## src/hdl/hmtp_pkg.sv

```systemverilog
// Shared types, constants and helper functions for the height-map text parser.
// No dependencies; imported by hdl/height_map_text_parser.sv and its checker.
package hmtp_pkg;

  localparam int unsigned CoordBits  = 12;
  localparam int unsigned DimBits    = CoordBits + 1;      // holds 2**CoordBits
  localparam int unsigned CountBits  = 2 * CoordBits + 1;  // holds width*height
  localparam int unsigned CfgDimBits = 13;
  localparam int unsigned CfgIdxBits = 2;
  localparam int unsigned CharBits   = 8;
  localparam int unsigned ValBits    = 32;

  localparam logic [DimBits-1:0] DimMax            = DimBits'(1) << CoordBits;
  localparam logic [ValBits-1:0] DefaultColorReset = 32'h77FF_FFFF;

  // register indexes of the configuration channel
  localparam logic [CfgIdxBits-1:0] CfgMapWidth     = 2'd0;
  localparam logic [CfgIdxBits-1:0] CfgMapHeight    = 2'd1;
  localparam logic [CfgIdxBits-1:0] CfgDefaultColor = 2'd2;

  // character codes
  localparam logic [CharBits-1:0] ChSpace = 8'h20;
  localparam logic [CharBits-1:0] ChTab   = 8'h09;
  localparam logic [CharBits-1:0] ChCr    = 8'h0D;
  localparam logic [CharBits-1:0] ChMinus = 8'h2D;
  localparam logic [CharBits-1:0] ChPlus  = 8'h2B;
  localparam logic [CharBits-1:0] ChComma = 8'h2C;
  localparam logic [CharBits-1:0] ChZero  = 8'h30;
  localparam logic [CharBits-1:0] ChNine  = 8'h39;
  localparam logic [CharBits-1:0] ChLowX  = 8'h78;
  localparam logic [CharBits-1:0] ChUpX   = 8'h58;
  localparam logic [CharBits-1:0] ChLowA  = 8'h61;
  localparam logic [CharBits-1:0] ChLowF  = 8'h66;
  localparam logic [CharBits-1:0] ChUpA   = 8'h41;
  localparam logic [CharBits-1:0] ChUpF   = 8'h46;

  typedef enum logic [2:0] {
    PH_IDLE,
    PH_HEIGHT,
    PH_COMMA,
    PH_ZERO,
    PH_HEX,
    PH_SKIP,
    PH_SKIP_BAD
  } phase_e;

  typedef struct packed {
    logic       ok;
    logic [3:0] val;
  } hex_t;

  function automatic logic is_space(input logic [CharBits-1:0] c);
    return (c == ChSpace) || (c >= ChTab && c <= ChCr);
  endfunction

  function automatic hex_t hex_digit(input logic [CharBits-1:0] c);
    hex_t r;
    r.ok  = 1'b1;
    r.val = 4'd0;
    if (c >= ChZero && c <= ChNine) begin
      r.val = 4'(c - ChZero);
    end else if (c >= ChLowA && c <= ChLowF) begin
      r.val = 4'(c - ChLowA + 8'd10);
    end else if (c >= ChUpA && c <= ChUpF) begin
      r.val = 4'(c - ChUpA + 8'd10);
    end else begin
      r.ok = 1'b0;
    end
    return r;
  endfunction

  // 0 acts as 1, anything above 2**CoordBits acts as 2**CoordBits
  function automatic logic [DimBits-1:0] clamp_dim(input logic [CfgDimBits-1:0] v);
    if (v == '0) begin
      return DimBits'(1);
    end else if (32'(v) > 32'(DimMax)) begin
      return DimMax;
    end
    return DimBits'(v);
  endfunction

endpackage

```

## src/hdl/height_map_text_parser.sv

```systemverilog
// Path: a byte accepted on the input is held in the input register; when it closes a
// token, its point is loaded into the result register, where it can be taken.
// Throughput: one text byte per cycle while the output is not stalled; a point held by
// downstream backpressure stalls the input register, so one more byte is taken and the
// next one waits. Reset (rst_ni low, asynchronous) empties both registers, puts the
// parser between tokens, clears the point counters and restores width 1, height 1,
// default colour. Depends on hdl/hmtp_pkg.sv.
module height_map_text_parser import hmtp_pkg::*; (
  input  logic                  clk_i,
  input  logic                  rst_ni,
  // configuration write channel
  input  logic                  cfg_valid_i,
  output logic                  cfg_ready_o,
  input  logic [CfgIdxBits-1:0] cfg_index_i,
  input  logic [ValBits-1:0]    cfg_data_i,
  // text stream
  input  logic                  s_axis_tvalid,
  output logic                  s_axis_tready,
  input  logic [7:0]            s_axis_tdata,   // [7:0] char_code
  input  logic                  s_axis_tlast,   // end_of_text
  // point stream
  output logic                  m_axis_tvalid,
  input  logic                  m_axis_tready,
  output logic [87:0]           m_axis_tdata,   // [11:0] column, [23:12] row,
                                                // [55:24] height, [87:56] color
  output logic                  m_axis_tuser,   // bad_color
  output logic                  m_axis_tlast    // last_point
);

  // configuration and derived sizes
  logic [CfgDimBits-1:0] map_width_q, map_height_q;
  logic [ValBits-1:0]    default_color_q;
  logic [DimBits-1:0]    wdim_q;
  logic [CountBits-1:0]  total_q;
  logic [2*DimBits-1:0]  total_prod;

  // input register
  logic                in_valid_q;
  logic [CharBits-1:0] in_char_q;
  logic                in_eot_q;

  // token state
  phase_e             phase_q, phase_d;
  logic               neg_q, neg_d;
  logic [ValBits-1:0] hacc_q, hacc_d;
  logic [ValBits-1:0] cacc_q, cacc_d;
  logic               cseen_q, cseen_d;

  // point counters
  logic [CoordBits-1:0] col_q, col_d;
  logic [CoordBits-1:0] row_q, row_d;
  logic [CountBits-1:0] pcnt_q, pcnt_d;

  // result register
  logic                 out_valid_q, out_valid_d;
  logic [CoordBits-1:0] out_col_q;
  logic [CoordBits-1:0] out_row_q;
  logic [ValBits-1:0]   out_height_q, out_height_d;
  logic [ValBits-1:0]   out_color_q, out_color_d;
  logic                 out_bad_q, out_bad_d;
  logic                 out_last_q, out_last_d;

  logic               advance, tok_done, emit, space, digit, bad;
  logic [3:0]         dval;
  hex_t               hx;
  logic [DimBits-1:0] col_inc;

  assign cfg_ready_o   = 1'b1;
  assign s_axis_tready = !in_valid_q || !out_valid_q || m_axis_tready;
  assign advance       = in_valid_q && (!out_valid_q || m_axis_tready);
  assign total_prod    = clamp_dim(map_width_q) * clamp_dim(map_height_q);

  always_comb begin
    space   = is_space(in_char_q);
    digit   = (in_char_q >= ChZero) && (in_char_q <= ChNine);
    dval    = 4'(in_char_q - ChZero);
    hx      = hex_digit(in_char_q);
    phase_d = phase_q;
    neg_d   = neg_q;
    hacc_d  = hacc_q;
    cacc_d  = cacc_q;
    cseen_d = cseen_q;
    if (!space) begin
      unique case (phase_q) inside
        PH_IDLE: begin
          if (in_char_q == ChMinus || in_char_q == ChPlus) begin
            neg_d   = (in_char_q == ChMinus);
            phase_d = PH_HEIGHT;
          end else if (digit) begin
            hacc_d  = ValBits'(dval);
            phase_d = PH_HEIGHT;
          end else if (in_char_q == ChComma) begin
            phase_d = PH_COMMA;
          end else begin
            phase_d = PH_SKIP;
          end
        end
        PH_HEIGHT: begin
          if (digit) begin
            // x*10 = x*8 + x*2
            hacc_d = {hacc_q[ValBits-4:0], 3'b000} + {hacc_q[ValBits-2:0], 1'b0}
                   + ValBits'(dval);
          end else if (in_char_q == ChComma) begin
            phase_d = PH_COMMA;
          end else begin
            phase_d = PH_SKIP;
          end
        end
        PH_COMMA: begin
          phase_d = (in_char_q == ChZero) ? PH_ZERO : PH_SKIP_BAD;
        end
        PH_ZERO: begin
          if (in_char_q == ChLowX || in_char_q == ChUpX) begin
            cseen_d = 1'b1;
            cacc_d  = '0;
            phase_d = PH_HEX;
          end else begin
            phase_d = PH_SKIP_BAD;
          end
        end
        PH_HEX: begin
          if (hx.ok) begin
            cacc_d = {cacc_q[ValBits-5:0], hx.val};
          end else begin
            phase_d = PH_SKIP;
          end
        end
        PH_SKIP, PH_SKIP_BAD: begin
        end
        default: begin
        end
      endcase
    end

    // whitespace closes an open token; end of text closes whatever is open afterwards
    tok_done = space ? (phase_q != PH_IDLE) : (in_eot_q && phase_d != PH_IDLE);
    emit     = tok_done && (pcnt_q < total_q);
    bad      = (phase_d == PH_COMMA) || (phase_d == PH_ZERO) || (phase_d == PH_SKIP_BAD);

    out_height_d = neg_d ? (ValBits'(0) - hacc_d) : hacc_d;
    out_color_d  = cseen_d ? cacc_d : default_color_q;
    out_bad_d    = bad;
    out_last_d   = ((pcnt_q + CountBits'(1)) == total_q);

    col_inc = {1'b0, col_q} + DimBits'(1);
    col_d   = col_q;
    row_d   = row_q;
    pcnt_d  = pcnt_q;
    if (emit) begin
      pcnt_d = pcnt_q + CountBits'(1);
      if (col_inc >= wdim_q) begin
        col_d = '0;
        row_d = row_q + CoordBits'(1);
      end else begin
        col_d = col_inc[CoordBits-1:0];
      end
    end

    out_valid_d = out_valid_q;
    if (advance && emit) begin
      out_valid_d = 1'b1;
    end else if (m_axis_tready) begin
      out_valid_d = 1'b0;
    end
  end

  always_ff @(posedge clk_i or negedge rst_ni) begin
    if (!rst_ni) begin
      map_width_q     <= CfgDimBits'(1);
      map_height_q    <= CfgDimBits'(1);
      default_color_q <= DefaultColorReset;
      wdim_q          <= DimBits'(1);
      total_q         <= CountBits'(1);
    end else begin
      if (cfg_valid_i) begin
        unique case (cfg_index_i)
          CfgMapWidth:     map_width_q     <= cfg_data_i[CfgDimBits-1:0];
          CfgMapHeight:    map_height_q    <= cfg_data_i[CfgDimBits-1:0];
          CfgDefaultColor: default_color_q <= cfg_data_i;
          default: begin
          end
        endcase
      end
      // sizes re-register; writes must only happen while idle, the block does not check
      wdim_q  <= clamp_dim(map_width_q);
      total_q <= CountBits'(total_prod);
    end
  end

  always_ff @(posedge clk_i or negedge rst_ni) begin
    if (!rst_ni) begin
      in_valid_q <= 1'b0;
    end else if (s_axis_tvalid && s_axis_tready) begin
      in_valid_q <= 1'b1;
    end else if (advance) begin
      in_valid_q <= 1'b0;
    end
  end

  always_ff @(posedge clk_i) begin
    if (s_axis_tvalid && s_axis_tready) begin
      in_char_q <= s_axis_tdata;
      in_eot_q  <= s_axis_tlast;
    end
  end

  always_ff @(posedge clk_i or negedge rst_ni) begin
    if (!rst_ni) begin
      phase_q     <= PH_IDLE;
      neg_q       <= 1'b0;
      hacc_q      <= '0;
      cacc_q      <= '0;
      cseen_q     <= 1'b0;
      col_q       <= '0;
      row_q       <= '0;
      pcnt_q      <= '0;
      out_valid_q <= 1'b0;
    end else begin
      out_valid_q <= out_valid_d;
      if (advance) begin
        col_q  <= col_d;
        row_q  <= row_d;
        pcnt_q <= pcnt_d;
        if (tok_done) begin
          phase_q <= PH_IDLE;
          neg_q   <= 1'b0;
          hacc_q  <= '0;
          cacc_q  <= '0;
          cseen_q <= 1'b0;
        end else begin
          phase_q <= phase_d;
          neg_q   <= neg_d;
          hacc_q  <= hacc_d;
          cacc_q  <= cacc_d;
          cseen_q <= cseen_d;
        end
      end
    end
  end

  always_ff @(posedge clk_i) begin
    if (advance && emit) begin
      out_col_q    <= col_q;
      out_row_q    <= row_q;
      out_height_q <= out_height_d;
      out_color_q  <= out_color_d;
      out_bad_q    <= out_bad_d;
      out_last_q   <= out_last_d;
    end
  end

  assign m_axis_tvalid = out_valid_q;
  assign m_axis_tdata  = {out_color_q, out_height_q, out_row_q, out_col_q};
  assign m_axis_tuser  = out_bad_q;
  assign m_axis_tlast  = out_last_q;

endmodule

```

## config.mk

```make
export PLATFORM = sky130hd
export DESIGN_NAME = height_map_text_parser
export DESIGN_NICKNAME = d
export VERILOG_FILES = /design/src/hdl/hmtp_pkg.sv /design/src/hdl/height_map_text_parser.sv
export SDC_FILE = /design/constraint.sdc
export NUM_CORES = 1
export LEC_CHECK = 0
export BUFFER_PORTS_ARGS = -buffer_cell sky130_fd_sc_hd__buf_2
export CORE_ASPECT_RATIO = 0.6
export CORE_MARGIN = 3
export CORE_UTILIZATION = 45
export CTS_CLUSTER_DIAMETER = 200
export DETAILED_ROUTE_END_ITERATION = 16
export GPL_TIMING_DRIVEN = 0
export HOLD_SLACK_MARGIN = 0.15
export MAX_ROUTING_LAYER = met4
export SYNTH_ARGS = -nofsm -noshare
export SYNTH_HDL_FRONTEND = slang
export SYNTH_SLANG_ARGS = --single-unit
```

## constraint.sdc

```tcl
create_clock -name clk_i -period 13 [get_ports clk_i]
set_input_delay 1.3 -clock clk_i [delete_from_list [all_inputs] [get_ports clk_i]]
set_output_delay 1.3 -clock clk_i [all_outputs]
set_load 0.05 [all_outputs]
```

### After elaboration in Yosys (flattened, before gate mapping)

Index checks and enable logic that the tools add are counted.

| operators by class | value |
|---|---|
| $add $sub $neg | 11 |
| muxes and demuxes | 53 |
| reductions and logical operators | 32 |
| multipliers | 1 |
| $lt $le $gt $ge | 12 |
| equal/unequal tests | 17 |

Operators by type and width:

| kind | count |
|---|---|
| 2-to-1 mux 32 bit | 11 |
| one-hot mux 32 bit (2 select lines) | 2 |
| 2-to-1 mux 13 bit | 6 |
| equality test 8 x 6 -> 1 bit, second input constant | 5 |
| adder 32 bit | 1 |
| adder 32 x 4 -> 32 bit | 1 |
| subtractor 1 x 32 -> 32 bit, first input constant | 1 |
| greater-than comparator 13 bit, second input constant | 2 |
| logical NOT 13 bit | 2 |
| adder 25 x 1 -> 25 bit, second input constant | 1 |
| equality test 25 bit | 1 |
| < comparator 25 bit | 1 |
| multiplier 13 x 13 -> 25 bit | 1 |
| 2-to-1 mux 3 bit | 8 |
| 2-to-1 mux 1 bit | 20 |
| equality test 8 x 7 -> 1 bit, second input constant | 2 |
| greater-or-equal comparator 8 x 7 -> 1 bit, second input constant | 2 |
| <= comparator 8 x 7 -> 1 bit, second input constant | 2 |
| one-hot mux 3 bit (5 select lines) | 1 |
| adder 12 x 1 -> 13 bit, second input constant | 1 |
| greater-or-equal comparator 13 bit | 1 |
| adder 12 x 1 -> 12 bit, second input constant | 1 |
| equality test 3 x 2 -> 1 bit, second input constant | 4 |
| 2-to-1 mux 12 bit | 1 |
| 21 further kinds | 48 |

| word-level totals | value |
|---|---|
| flip-flop bits (word level) | 315 |
| logic and storage cells | 149 |
| input port bits | 48 |

### Depth between registers and ports, before layout

| depth | value |
|---|---|
| depth after elaboration | 14 |
| depth in mapped cells | 25 |
| mapped depth without buffers | 24 |

### Worst setup path before layout

No wires, ideal clock.

| timing | value |
|---|---|
| kind | register to register |
| from | reg map_width_q[3] |
| to | reg total_q[24] |
| data arrival time | 6,308 ps |
| cell stages (with the launch flop) | 25 |
| slack | 6,569 ps |
| setup time | 123 ps |
| data required time | 12,877 ps |
| cell sequence | dfrtp_1 nor4_1 a31oi_1 or2_2 clkbuf_1 inv_1 nand2_1 fa_1 fa_1 inv_1 fa_1 fa_1 inv_1 fa_1 inv_1 ha_1 a21o_1 a21o_1 a211o_1 o21ba_2 o41ai_1 a21oi_1 a41o_1 o21a_1 xnor2_1 |

| on the way | value |
|---|---|
| word-level cells in the longest chain between the ends | 5 |
| elaborated cells between the ends (all ways) | 7 |
| classes of those cells | mul: 1; order compare: 1; mux: 4; reduce/logical: 1 |

RTL lines:

| item | line | text |
|---|---|---|
| from (decl) | height_map_text_parser.sv:31 | `logic [CfgDimBits-1:0] map_width_q, map_height_q;` |
| from (signal assigned) | height_map_text_parser.sv:169 | `map_width_q <= CfgDimBits'(1);` |
| from (signal assigned) | height_map_text_parser.sv:177 | `CfgMapWidth: map_width_q <= cfg_data_i[CfgDimBits-1:0];` |
| greater-than comparator 13 bit | hmtp_pkg.sv:76 | `end else if (32'(v) > 32'(DimMax)) begin` |
| 2-to-1 mux 1 bit | hmtp_pkg.sv:76 |  |
| 2-to-1 mux 1 bit | hmtp_pkg.sv:74 | `if (v == '0) begin` |
| 2-to-1 mux 13 bit (*) | hmtp_pkg.sv:79 | `return DimBits'(v);` |
| multiplier 13 x 13 -> 25 bit (*) | height_map_text_parser.sv:71 | `assign total_prod = clamp_dim(map_width_q) * clamp_dim(map_height_q);` |
| via total_prod[24] | height_map_text_parser.sv:35 | `logic [2*DimBits-1:0] total_prod;` |
| to (signal assigned) | height_map_text_parser.sv:173 | `total_q <= CountBits'(1);` |
| to (signal assigned) | height_map_text_parser.sv:186 | `total_q <= CountBits'(total_prod);` |
| to (decl) | height_map_text_parser.sv:34 | `logic [CountBits-1:0] total_q;` |

Mark *: on every way through the listed nets, which the timed path passes. The rest lies on a longest branch.
A chain may end at the register's enable or synchronous reset.

### Worst setup path in the final report

| timing | value |
|---|---|
| from | reg map_width_q[12] |
| to | reg total_q[24] |

Same word-level chain as after synthesis.

==> flow_metrics.py <==
metrics = {
    "sta": {
        "finClkSkew_ns": 0.0211,
        "timing.fmax_ghz": 0.133,
        "max_slew.worst_pin.slew_ns": 1.05,
        "hold_viol": 0,
        "post-route-min-period_ns": 7.50,
        "rsz0062_at_grt": "false",
        "fin_crit_sh_pct": 57.7,
        "relSlewSlack_pct": 29.7,
        "setup_tns_ns": 0,
        "drv_slew": 0,
        "setup_viol": 0,
    },
    "yosys": {
        "synth-seq-cells": 315,
        "ys_types": 91,
        "syn_area_mm2": 0.0227,
        "syn_inst": 2301,
        "synth_edf_count": 99,
        "syn_nets": 2643,
        "synth-seq-area-share_pct": 37.2,
        "syn_avg_cell_area_um2": 9.85,
        "synthFlopType": "dfrtp_1",
        "ys_warn_count": 0,
        "async_flop_share_pct": 68.6,
    },
    "die": {
        "die_area_mm2": 0.0532,
        "rows": 63,
        "io_pins": 141,
        "dieHeight_um": 180,
        "core_mm2": 0.0496,
        "initial_core_util_pct": 45.7,
        "die_x_um": 296,
    },
    "worst_setup_path": {
        "r2r_cells": 23,
        "cp_max_fo": 10,
        "cp.arrival_ns": 7.91,
        "critPathKind": "register to register",
        "start_kind": "register",
        "worstPathRequired_ns": 13.41,
        "worst_setup_path_end_kind": "register",
    },
    "layout": {
        "drive_above_1_share_pct": 13.3,
        "mostFrequentLayoutCell": "nand2_1",
        "final_cell_mix": "nand2_1 (261), inv_1 (245), nor2_1 (208), dfrtp_1 (182), ha_1 (172)",
        "syn_to_final_growth_pct": 12.0,
        "nets": 2821,
    },
    "clock_tree": {
        "cts-root-buf": "clkbuf_16",
        "htree_levels": 2,
        "clkLatencyLatePin_ns": 0.53,
        "post_cts_buffers": 0,
        "cts_tree": "done",
        "cts_sinks": 315,
        "cts_max_path_buffers": 3,
        "cts.clk_slew.worst_paths_ns": 0.06,
        "cts.repair.resized": 0,
        "numCtsBuffers": 35,
        "ctsHoldBuffers": 0,
    },
    "drt": {
        "first_iter_violations": 1527,
        "drt.antenna.violating_nets": 0,
        "vias": 17700,
        "routedWlPerCell_um": 19.5,
        "wirelength_mm": 61.5,
        "dr.pass1.iters": 6,
        "vias_per_cell": 5.61,
        "drc_errors": 0,
    },
    "min_path": {
        "hp-class": "register to register",
        "min_path_cells": 1,
    },
    "grt": {
        "grt_pass1_vias": 16900,
        "antenna_found_initial": 0,
        "grt_max_degree": 113,
        "grt_overflow": 0,
        "grt_first_pass_wirelength_mm": 96.8,
        "track_usage_pct": 23.9,
    },
    "placed_design": {
        "port_buffers": 139,
        "hpwl_mm": 48.2,
        "gp_congestion": 0.989,
    },
    "outcome": {
        "status": "finished clean",
    },
    "power": {
        "p_total_mw": 3.83,
        "irDropWorstVdd_mv": 0.0947,
        "p_leak_nw": 11.8,
        "power_density_mw_per_mm2": 151,
    },
    "run": {
        "max_cap_viol_count": 0,
    },
}
==> kinds of logic (layout without fill, tap and decap cells) <==
logic type,Yosys count,in the layout,share of synthesized area [%]
DFF,315,315,37.2
AOI/OAI and AO/OA,400,400,12.3
and+or+nand+nor,731,731,15.2
muxes,71,71,3.50
adders and majority gates,294,294,20.3
buffers and inverters,343,546,5.94
other,1,2,0.0165
xor gates and xnor gates,146,146,5.64
==> path summary, 6_finish.rpt <==
| check | startpoint | to | slack, ns |
|---|---|---|---|
| worst min-delay path | row_q[11] | row_q[11] | 0.46 |
| worst min register to register | row_q[11] | row_q[11] | 0.46 |
| worst max register to register | map_width_q[12] | total_q[24] | 5.50 |
| max in group asynchronous | rst_ni | col_q[3] | 11.08 |
| worst max-delay path | map_width_q[12] | total_q[24] | 5.50 |
| min in group asynchronous | rst_ni | map_height_q[2] | 0.82 |
==> through the flow <==
step / worst slack [ns] / util, % / hold slack (ns) / instances / cell area, µm²
floorplan: 6.57 / - / 0.437 / 2301 / 22700
global placement: 5.72 / 48.7 / 0.459 / 3090 / 24200
detailed placement: 5.61 / 48.8 / 0.461 / 3091 / 24200
CTS: 5.60 / 51.1 / 0.470 / 3153 / 25400
global route: 5.14 / 51.2 / 0.488 / 3154 / 25400
finish: 5.50 / 51.2 / 0.462 / 3155 / 25400
==> power by group <==
group	switching [mW]	internal [mW]
clock network	0.418	0.581
logic	0.958	0.595
registers	0.0947	1.18
==> worst max-delay path: stages, from the launching register on <==
cell,delay (ns)
dfrtp_1,0.35
clkbuf_1,0.60
or2_2,0.24
clkbuf_1,0.46
inv_1,0.33
nand2_1,0.18
fa_1,0.43
fa_1,0.54
inv_1,0.05
fa_1,0.50
fa_1,0.54
inv_1,0.05
fa_1,0.52
inv_1,0.04
ha_1,0.36
a21o_1,0.18
a21o_1,0.19
a211o_1,0.33
o21ba_2,0.25
o41ai_1,0.44
a21oi_1,0.17
a41o_1,0.29
o21a_1,0.19
xnor2_1,0.12
==> flip-flops by register name, summed over array words and instances, names as in the netlist, 25 cells and up <==
register         cells
total_q             25
pcnt_q              25
default_color_q     32
hacc_q              32
out_color_q         32
cacc_q              32
out_height_q        32
==> metal layers <==
| layer | track usage (%) | wire length (µm) | vias up |
|---|---|---|---|
| li1 | - | - | 8278 |
| met1 | 38.3 | 31500 | 8792 |
| met2 | 30.7 | 24000 | 575 |
| met3 | 4.91 | 5110 | 58 |
| met4 | 3.91 | 824 | 0 |
| met5 | - | 0 | - |
==> cell usage after synthesis (all sizes together), types with 9 or more instances <==
master / number / area, µm²
a211oi: 10 / 80.1
buf: 16 / 116
nor2: 209 / 787
a31oi: 13 / 96.3
nor2b: 20 / 125
a22o: 33 / 289
a21o: 19 / 143
and3: 30 / 188
o21a: 14 / 105
nand4: 16 / 100
nand2b: 26 / 163
o21ai: 85 / 425
fa: 122 / 2440
nand3: 40 / 200
dfstp: 34 / 893
a221oi: 31 / 272
xnor2: 92 / 806
nand2: 261 / 980
or3: 9 / 56.3
inv: 246 / 923
nor4: 23 / 144
clkinv: 10 / 37.5
xor2: 54 / 473
a21oi: 83 / 415
edfxtp: 99 / 2970
nor3: 33 / 180
mux2i: 9 / 90.1
ha: 172 / 2150
dfrtp: 182 / 4550
mux2: 62 / 702
and2: 20 / 125
o211ai: 11 / 87.6
o31ai: 31 / 233
nor3b: 11 / 87.6
clkbuf: 71 / 268
==> final cells by class <==
cell class | count | area (µm²)
Fill cell | 4543 | 24200
Multi-Input combinational cell | 1643 | 12900
Sequential cell | 315 | 8420
Clock buffer | 48 | 1040
Inverter | 256 | 961
Tap cell | 650 | 813
Timing Repair Buffer | 141 | 761
Buffer | 87 | 388
Clock inverter | 14 | 111
Antenna cell | 1 | 2.50
No activity file was read; power rests on OpenSTA's default activity.
